`config.mk`:
```
export PLATFORM = sky130hd
export DESIGN_NAME = dual_lag_multiply_with_carry_rng_unit
export DESIGN_NICKNAME = d
export VERILOG_FILES = /design/src/dlmwc_pkg.sv /design/src/dlmwc_mac.sv /design/src/dlmwc_lag_bank.sv /design/src/dual_lag_multiply_with_carry_rng_unit.sv
export SDC_FILE = /design/constraint.sdc
export NUM_CORES = 2
export LEC_CHECK = 0
export ABC_CLOCK_PERIOD_IN_PS = 11000
export BUFFER_PORTS_ARGS = -buffer_cell sky130_fd_sc_hd__buf_2
export CORE_MARGIN = 2
export CORE_UTILIZATION = 55
export DETAILED_ROUTE_END_ITERATION = 12
export PLACE_DENSITY = 0.75
export SYNTH_ARGS = -nofsm -noshare
export SYNTH_HDL_FRONTEND = slang
export SYNTH_SLANG_ARGS = --single-unit
```
`constraint.sdc`:
```
create_clock -name clk -period 11 [get_ports clk]
set_input_delay 1.65 -clock clk [delete_from_list [all_inputs] [get_ports clk]]
set_output_delay 1.65 -clock clk [all_outputs]
set_load 0.1 [all_outputs]
```
`src/dlmwc_pkg.sv`:
```
// ----------------------------------------------------------------------------
// dlmwc_pkg
// Shared types, widths and constants of the dual-lag multiply-with-carry unit.
// ----------------------------------------------------------------------------
package dlmwc_pkg;

	localparam int WORD_W   = 16;
	localparam int ACC_W    = 32;
	localparam int LAG_N    = 9;
	localparam int TAP_N    = 8;
	localparam int TAP_W    = $clog2(TAP_N);
	localparam int LAG_IDX_W = $clog2(LAG_N);
	localparam int SEED_N   = 18;
	localparam int SEED_PER_GEN = SEED_N / 2;
	localparam int CNT_W    = $clog2(SEED_N + 1);

	localparam logic [WORD_W-1:0] SEED_MULT  = 16'd30903;
	localparam logic [WORD_W-1:0] CARRY_MASK = 16'h7FFF;

	// Command codes
	localparam logic OP_SEED = 1'b0;
	localparam logic OP_NEXT = 1'b1;

	typedef logic [WORD_W-1:0] word_t;
	typedef logic [ACC_W-1:0]  acc_t;

	// Write/commit controls for one generator's lag bank
	typedef struct packed {
		logic                 clr_oldest; // zero the oldest lag (seed start)
		logic                 wr_carry;   // seed write of the carry
		logic                 wr_lag;     // seed write of a lag
		logic [TAP_W-1:0]     wr_idx;
		word_t                wr_data;
		logic                 commit;     // shift lags, take new sum
		acc_t                 sum;
	} lag_ctrl_t;

	// Tap weights; tap i multiplies lag i before the shift
	function automatic word_t first_weight(input logic [TAP_W-1:0] idx);
		word_t w;
		case (idx)
			3'd0: w = 16'd1941;
			3'd1: w = 16'd1860;
			3'd2: w = 16'd1812;
			3'd3: w = 16'd1776;
			3'd4: w = 16'd1492;
			3'd5: w = 16'd1215;
			3'd6: w = 16'd1066;
			default: w = 16'd12013;
		endcase
		return w;
	endfunction

	function automatic word_t second_weight(input logic [TAP_W-1:0] idx);
		word_t w;
		case (idx)
			3'd0: w = 16'd1111;
			3'd1: w = 16'd2222;
			3'd2: w = 16'd3333;
			3'd3: w = 16'd4444;
			3'd4: w = 16'd5555;
			3'd5: w = 16'd6666;
			3'd6: w = 16'd7777;
			default: w = 16'd9272;
		endcase
		return w;
	endfunction

endpackage

```
`src/dlmwc_mac.sv`:
```
// ----------------------------------------------------------------------------
// dlmwc_mac
// Shared 16x16 multiply-add with registered 32-bit result.
// ----------------------------------------------------------------------------
module dlmwc_mac
	import dlmwc_pkg::*;
(
	input  logic  clk,
	input  logic  en,
	input  word_t a,
	input  word_t b,
	input  acc_t  addend,
	output acc_t  acc_q
);

	acc_t prod;

	assign prod = ACC_W'(a) * ACC_W'(b);

	always_ff @(posedge clk) begin
		if (en) begin
			acc_q <= prod + addend;
		end
	end

endmodule

```
`src/dlmwc_lag_bank.sv`:
```
// ----------------------------------------------------------------------------
// dlmwc_lag_bank
// Nine lagged words and the carry of one generator.
// ----------------------------------------------------------------------------
module dlmwc_lag_bank
	import dlmwc_pkg::*;
(
	input  logic             clk,
	input  logic             arst_n,
	input  lag_ctrl_t        ctrl,
	input  logic [TAP_W-1:0] rd_idx,
	output word_t            rd_lag,
	output word_t            carry_q
);

	word_t lags_q [LAG_N];

	assign rd_lag = lags_q[LAG_IDX_W'(rd_idx)];

	always_ff @(posedge clk or negedge arst_n) begin
		if (!arst_n) begin
			for (int i = 0; i < LAG_N; i++) begin
				lags_q[i] <= '0;
			end
			carry_q <= '0;
		end else begin
			if (ctrl.commit) begin
				for (int i = LAG_N - 1; i > 0; i--) begin
					lags_q[i] <= lags_q[i-1];
				end
				lags_q[0] <= ctrl.sum[WORD_W-1:0];
				carry_q   <= ctrl.sum[ACC_W-1:WORD_W];
			end else begin
				if (ctrl.clr_oldest) begin
					lags_q[LAG_N-1] <= '0;
				end
				if (ctrl.wr_lag) begin
					lags_q[LAG_IDX_W'(ctrl.wr_idx)] <= ctrl.wr_data;
				end
				if (ctrl.wr_carry) begin
					carry_q <= ctrl.wr_data & CARRY_MASK;
				end
			end
		end
	end

endmodule

```
`src/dual_lag_multiply_with_carry_rng_unit.sv`:
```
// Generate: accept, 8 multiply-add taps per generator on one MAC each, commit; the word
//   is valid once committed and the next command is taken after the commit; the result
//   register frees the output side, and a commit waits only while a previous word
//   is still held there.
// Seed: 18 chained steps through generator one's MAC plus drain, only while unseeded.
// Reset: asynchronous, active low; lags and carries clear to zero, unseeded.
// ----------------------------------------------------------------------------
// dual_lag_multiply_with_carry_rng_unit
// Two 16-bit multiply-with-carry generators under a small step sequencer.
// ----------------------------------------------------------------------------
module dual_lag_multiply_with_carry_rng_unit
	import dlmwc_pkg::*;
(
	input  logic        clk,
	input  logic        arst_n,
	// command transaction
	input  logic        cmd_valid,
	output logic        cmd_ready,
	input  logic        op,
	input  logic [31:0] seed_value,
	// result transaction
	output logic        word_valid,
	input  logic        word_ready,
	output logic [31:0] random_word
);

	localparam logic [1:0] ST_IDLE = 2'd0;
	localparam logic [1:0] ST_SEED = 2'd1;
	localparam logic [1:0] ST_GEN  = 2'd2;
	localparam logic [1:0] ST_DONE = 2'd3;

	logic [1:0]       state_q;
	logic [CNT_W-1:0] cnt_q;
	logic             seeded_q;
	logic [31:0]      seed_q;
	logic             word_valid_q;
	logic [31:0]      word_q;

	logic             cmd_take;
	logic             commit;
	logic [TAP_W-1:0] tap;

	// MAC operands
	logic  mac_en;
	word_t a1, b1, a2, b2;
	acc_t  c1, c2, acc1, acc2;

	lag_ctrl_t ctrl1, ctrl2;
	word_t     lag1, lag2, carry1, carry2;

	// seed write bookkeeping: word k of the chain is in acc1 during cnt = k+1
	logic [CNT_W-1:0] seed_word;
	logic             seed_wr;
	logic             seed_to_first;
	logic [CNT_W-1:0] seed_local;

	assign cmd_ready  = (state_q == ST_IDLE);
	assign cmd_take   = cmd_valid && cmd_ready;
	assign word_valid = word_valid_q;
	assign random_word = word_q;

	assign tap    = cnt_q[TAP_W-1:0];
	assign commit = (state_q == ST_DONE) && (!word_valid_q || word_ready);

	// ---------------------------------------------------------------------
	// Sequencer
	// ---------------------------------------------------------------------
	always_ff @(posedge clk or negedge arst_n) begin
		if (!arst_n) begin
			state_q  <= ST_IDLE;
			cnt_q    <= '0;
			seeded_q <= 1'b0;
		end else begin
			unique case (state_q)
				ST_IDLE: begin
					cnt_q <= '0;
					if (cmd_take) begin
						if (op != OP_SEED) begin
							state_q <= ST_GEN;
						end else if (!seeded_q) begin
							state_q <= ST_SEED;
						end
					end
				end
				ST_SEED: begin
					if (cnt_q == CNT_W'(SEED_N)) begin
						state_q  <= ST_IDLE;
						seeded_q <= 1'b1;
					end else begin
						cnt_q <= cnt_q + 1'b1;
					end
				end
				ST_GEN: begin
					if (cnt_q == CNT_W'(TAP_N - 1)) begin
						state_q <= ST_DONE;
					end
					cnt_q <= cnt_q + 1'b1;
				end
				ST_DONE: begin
					if (commit) begin
						state_q <= ST_IDLE;
					end
				end
				default: state_q <= ST_IDLE;
			endcase
		end
	end

	always_ff @(posedge clk) begin
		if (cmd_take) begin
			seed_q <= seed_value;
		end
	end

	// Output register: holds one word while the next command runs
	always_ff @(posedge clk or negedge arst_n) begin
		if (!arst_n) begin
			word_valid_q <= 1'b0;
		end else if (commit) begin
			word_valid_q <= 1'b1;
		end else if (word_ready) begin
			word_valid_q <= 1'b0;
		end
	end

	always_ff @(posedge clk) begin
		if (commit) begin
			word_q <= {acc1[WORD_W-1:0], acc2[WORD_W-1:0]};
		end
	end

	// ---------------------------------------------------------------------
	// MAC operand select. Seeding runs x = 30903*w + (x >> 16) on MAC one;
	// the first step takes x and w straight from the seed (bit 31 dropped).
	// Generation accumulates weight*lag over the eight taps (lags 0..7) on top of
	// the carry.
	// ---------------------------------------------------------------------
	always_comb begin
		mac_en = 1'b0;
		a1 = lag1;
		b1 = first_weight(tap);
		c1 = (cnt_q == '0) ? ACC_W'(carry1) : acc1;
		a2 = lag2;
		b2 = second_weight(tap);
		c2 = (cnt_q == '0) ? ACC_W'(carry2) : acc2;
		if (state_q == ST_SEED) begin
			mac_en = (cnt_q != CNT_W'(SEED_N));
			b1 = SEED_MULT;
			if (cnt_q == '0) begin
				a1 = seed_q[WORD_W-1:0];
				c1 = ACC_W'(seed_q[30:WORD_W]);
			end else begin
				a1 = acc1[WORD_W-1:0];
				c1 = ACC_W'(acc1[ACC_W-1:WORD_W]);
			end
		end else if (state_q == ST_GEN) begin
			mac_en = 1'b1;
		end
	end

	dlmwc_mac u_mac1 (
		.clk    (clk),
		.en     (mac_en),
		.a      (a1),
		.b      (b1),
		.addend (c1),
		.acc_q  (acc1)
	);

	dlmwc_mac u_mac2 (
		.clk    (clk),
		.en     (mac_en && (state_q == ST_GEN)),
		.a      (a2),
		.b      (b2),
		.addend (c2),
		.acc_q  (acc2)
	);

	// ---------------------------------------------------------------------
	// Seed word placement: words 0..8 go to generator one (carry, lags 0..7),
	// words 9..17 to generator two in the same order.
	// ---------------------------------------------------------------------
	assign seed_word     = cnt_q - 1'b1;
	assign seed_wr       = (state_q == ST_SEED) && (cnt_q != '0);
	assign seed_to_first = (seed_word < CNT_W'(SEED_PER_GEN));
	assign seed_local    = seed_to_first ? seed_word : seed_word - CNT_W'(SEED_PER_GEN);

	always_comb begin
		ctrl1            = '0;
		ctrl1.clr_oldest = (state_q == ST_SEED) && (cnt_q == '0);
		ctrl1.wr_data    = acc1[WORD_W-1:0];
		ctrl1.wr_idx     = TAP_W'(seed_local - 1'b1);
		ctrl1.commit     = commit;
		ctrl1.sum        = acc1;
		ctrl2            = ctrl1;
		ctrl2.sum        = acc2;
		ctrl1.wr_carry   = seed_wr && seed_to_first && (seed_local == '0);
		ctrl1.wr_lag     = seed_wr && seed_to_first && (seed_local != '0);
		ctrl2.wr_carry   = seed_wr && !seed_to_first && (seed_local == '0);
		ctrl2.wr_lag     = seed_wr && !seed_to_first && (seed_local != '0);
	end

	dlmwc_lag_bank u_bank1 (
		.clk     (clk),
		.arst_n  (arst_n),
		.ctrl    (ctrl1),
		.rd_idx  (tap),
		.rd_lag  (lag1),
		.carry_q (carry1)
	);

	dlmwc_lag_bank u_bank2 (
		.clk     (clk),
		.arst_n  (arst_n),
		.ctrl    (ctrl2),
		.rd_idx  (tap),
		.rd_lag  (lag2),
		.carry_q (carry2)
	);

endmodule
```
==> flow_metrics.tcl <==
set metrics [dict create \
    r2r_start "cnt_q[0]$_DFFE_PN0P_" \
    synth_seq_cells 424 \
    fmax_ghz 0.0971 \
    worstRegToRegCells 34 \
    synth_nets 4624 \
    h-tree-depth 2 \
    maxSlewViolCount 0 \
    fp-row-count 97 \
    cp_data_arrival_time_ns 10.76 \
    async_flop_share_pct 70.0 \
    setup_viol 0 \
    fin_nets 4598 \
    yosys_warnings 0 \
    critPathLaunch "cnt_q[0]$_DFFE_PN0P_" \
    post_drt_wl_per_cell_um 21.1 \
    setup_tns_ns 0 \
    ant_nets 0 \
    rsz0062_at_grt "false" \
    min_path_type "reg -> reg" \
    grt_overflow_total 0 \
    via_count 28600 \
    relSlewSlack_pct 11.4 \
    dp_hpwl_mm 75.1 \
    grt_pass1_wl_mm 164 \
    postCtsHoldBufs 0 \
    r2r_end "u_mac2.acc_q[31]$_DFFE_PP_" \
    timing.final.crit_share_pct 93.6 \
    reg2reg_slack_ns 0.70 \
    synth_edf_count 127 \
    max_cap_viol_count 0 \
    cts.clk_slew.worst_paths_ns 0.06 \
    worstSkewPairLatency_ns 0.62 \
    critPathMaxFanout 17 \
    whs_endpoint "seeded_q$_DFFE_PN0P_" \
    gr-usage-all-layers_pct 29.7 \
    post_route_cells_drive_above_1_share_pct 9.01 \
    hp-start "seeded_q$_DFFE_PN0P_" \
    grt_pass1_vias 29000 \
    via_per_inst 5.83 \
    synth_top_area_cell "fa_1" \
    whs_path_depth 2 \
    routed_wl_mm 104 \
    cts_setup_buffers 0 \
    io_buffers 69 \
    antenna_found_initial 3 \
    place_ws_ns 0.611 \
    dr.pass1.iters 6 \
    cts-root-buf "clkbuf_16" \
    cts_buffers 46 \
    slowest_stage "a2111oi_1" \
    ys_types 77 \
    fin_util_pct 59.3 \
    ios 71 \
    status "finished clean" \
    worst_pin_slew_ns 1.33 \
    syn_avg_cell_area_um2 9.72 \
    die_w_um 269 \
    end_kind "flip-flop" \
    clock_sinks 424 \
    synthTopCellsByArea "fa_1, dfrtp_1, edfxtp_1, ha_1, mux2i_1" \
    cts_tree "built" \
    core-area_um2 69700 \
    fin_worst_skew_ns 0.0322 \
    ys_seq_area_share_pct 29.2 \
    grt_max_degree 271 \
    critPathLaunchType "flip-flop" \
    synth_top_flop_cell "dfrtp_1" \
    period_minus_slack_ns 10.30 \
    netlist_instances 3963 \
    final.fill_count 5833 \
    area_delta_synth_final_pct 7.27 \
    place.gp.congestion 0.995 \
    cp_data_required_time_ns 11.46 \
    syn-cell-area_um2 38500 \
    cp_common_cell "fa_1" \
    drc 0 \
    yosys.area.top_type_share_pct 19.6 \
    initial_utilization_pct 55.3 \
    chipHeight_um 269 \
    finalHoldViolCount 0 \
    clk_path_buf_depth 3 \
    worstSetupPathType "reg -> reg" \
    fin_ws_ns 0.699 \
    die_area_um2 72200 \
    drtIter0Drc 2698 \
    max_stage_delay_ns 0.57 \
]
[cell type report]
class,count,area [um2],share of cell area (%)
clock buffer,68,1390,3.36
timing repair buffer,144,943,2.28
inverter,526,1980,4.80
clock inverter,16,208,0.503
sequential,424,11300,27.2
antenna,1,2.50,0.00606
tap,940,1180,2.85
multi-input combinational,2795,24400,59.0
[worst max-delay path: cells and delay by family (launching register included)]
family                   cells  cell delay (ns)
adder cells (fa/ha/maj)      9             4.16
flip-flops                   1             0.51
AND/OR/NAND/NOR              5             0.91
XOR/XNOR                     1             0.08
AO/OA/AOI/OAI               13             3.59
buffers and inverters        6             0.88
[cell families (layout without fill, tap and decap cells)]
group                      Yosys count  after routing  synth area share [%]
other                                0              1                     0
and+or+nand+nor                   1138           1138                  12.7
xor gates and xnor gates            83             83                  2.00
adders and majority gates          624            624                  27.6
AOI/OAI and AO/OA                  569            569                  8.32
DFF                                424            424                  29.2
buffers and inverters              744            754                  7.62
muxes                              381            381                  12.5
[registers in the layout, summed over array words and instances (netlist names)]
| name | flops |
|---|---|
| u_bank1.lags_q | 128 |
| u_bank2.lags_q | 128 |
| random_word | 32 |
| u_mac1.acc_q | 32 |
| u_mac2.acc_q | 32 |
| seed_q | 31 |
| u_bank1.carry_q | 16 |
| u_bank2.carry_q | 16 |
| cnt_q | 5 |
| state_q | 2 |
| seeded_q | 1 |
| word_valid | 1 |
[how the worst max path moves through the flow]
stage,end,slack [ns],depth (start not counted)
after detailed placement,u_mac2.acc_q[30]$_DFFE_PP_,0.61,38
after floorplan,u_mac2.acc_q[30]$_DFFE_PP_,0.56,40
final,u_mac2.acc_q[31]$_DFFE_PP_,0.70,34
after global routing,u_mac2.acc_q[31]$_DFFE_PP_,0.06,34
after CTS,u_mac2.acc_q[30]$_DFFE_PP_,0.52,38
after global placement,u_mac2.acc_q[31]$_DFFE_PP_,0.69,34
[cell usage after synthesis (all sizes together), types with 61 or more instances]
cell and count:
nand2 742, inv 525, fa 377, o21ai 326
dfrtp 297, mux2i 285, ha 247, nor2 179
clkbuf 145, edfxtp 127, a21oi 118, mux4 79
buf 73, xnor2 61
[cell usage in the layout, fill, tap and decap left out, types with 17 or more instances in the layout]
master	synthesis	final
edfxtp_1	127	127
nor3_1	20	19
and3_1	18	18
mux4_2	79	79
mux2_2	17	17
and2_1	54	53
fa_1	377	377
nand3_1	27	27
nor2b_1	19	19
buf_4	13	73
o21ai_1	46	47
o21ai_0	280	279
nand2b_1	28	28
nor2_1	174	174
a21o_1	37	37
ha_1	247	245
a21oi_1	117	116
clkbuf_16	0	48
inv_1	525	523
dfrtp_1	297	294
buf_2	24	68
xnor2_1	58	58
xor2_1	22	22
nand2_1	741	740
mux2i_1	285	284
[per-layer routing]
| metal | track usage (%) | routed length [um] | up-vias |
|---|---|---|---|
| li1 | - | - | 12900 |
| met1 | 41.7 | 43500 | 14300 |
| met2 | 44.5 | 45900 | 1212 |
| met3 | 7.72 | 10500 | 224 |
| met4 | 10.9 | 3980 | 4 |
| met5 | 0 | 25 | - |
[stage by stage]
step,instances,hold WS (ns),instance area (um2)
after floorplan,3963,0.411,38500
after global placement,4829,0.421,39700
after detailed placement,4829,0.447,39700
after CTS,4913,0.462,41300
after global routing,4913,0.495,41300
final,4914,0.450,41300
[repair_timing]
| action | CTS | global route |
|---|---|---|
| endpoints found under the hold margin | 0 | 0 |
| gates resized for setup | 0 | 3 |
| endpoints found under the setup margin | 0 | 3 |
Power is left out: the tool's default activity adds up to more than one toggle a clock period on the data nets, which glitch-free logic cannot reach.
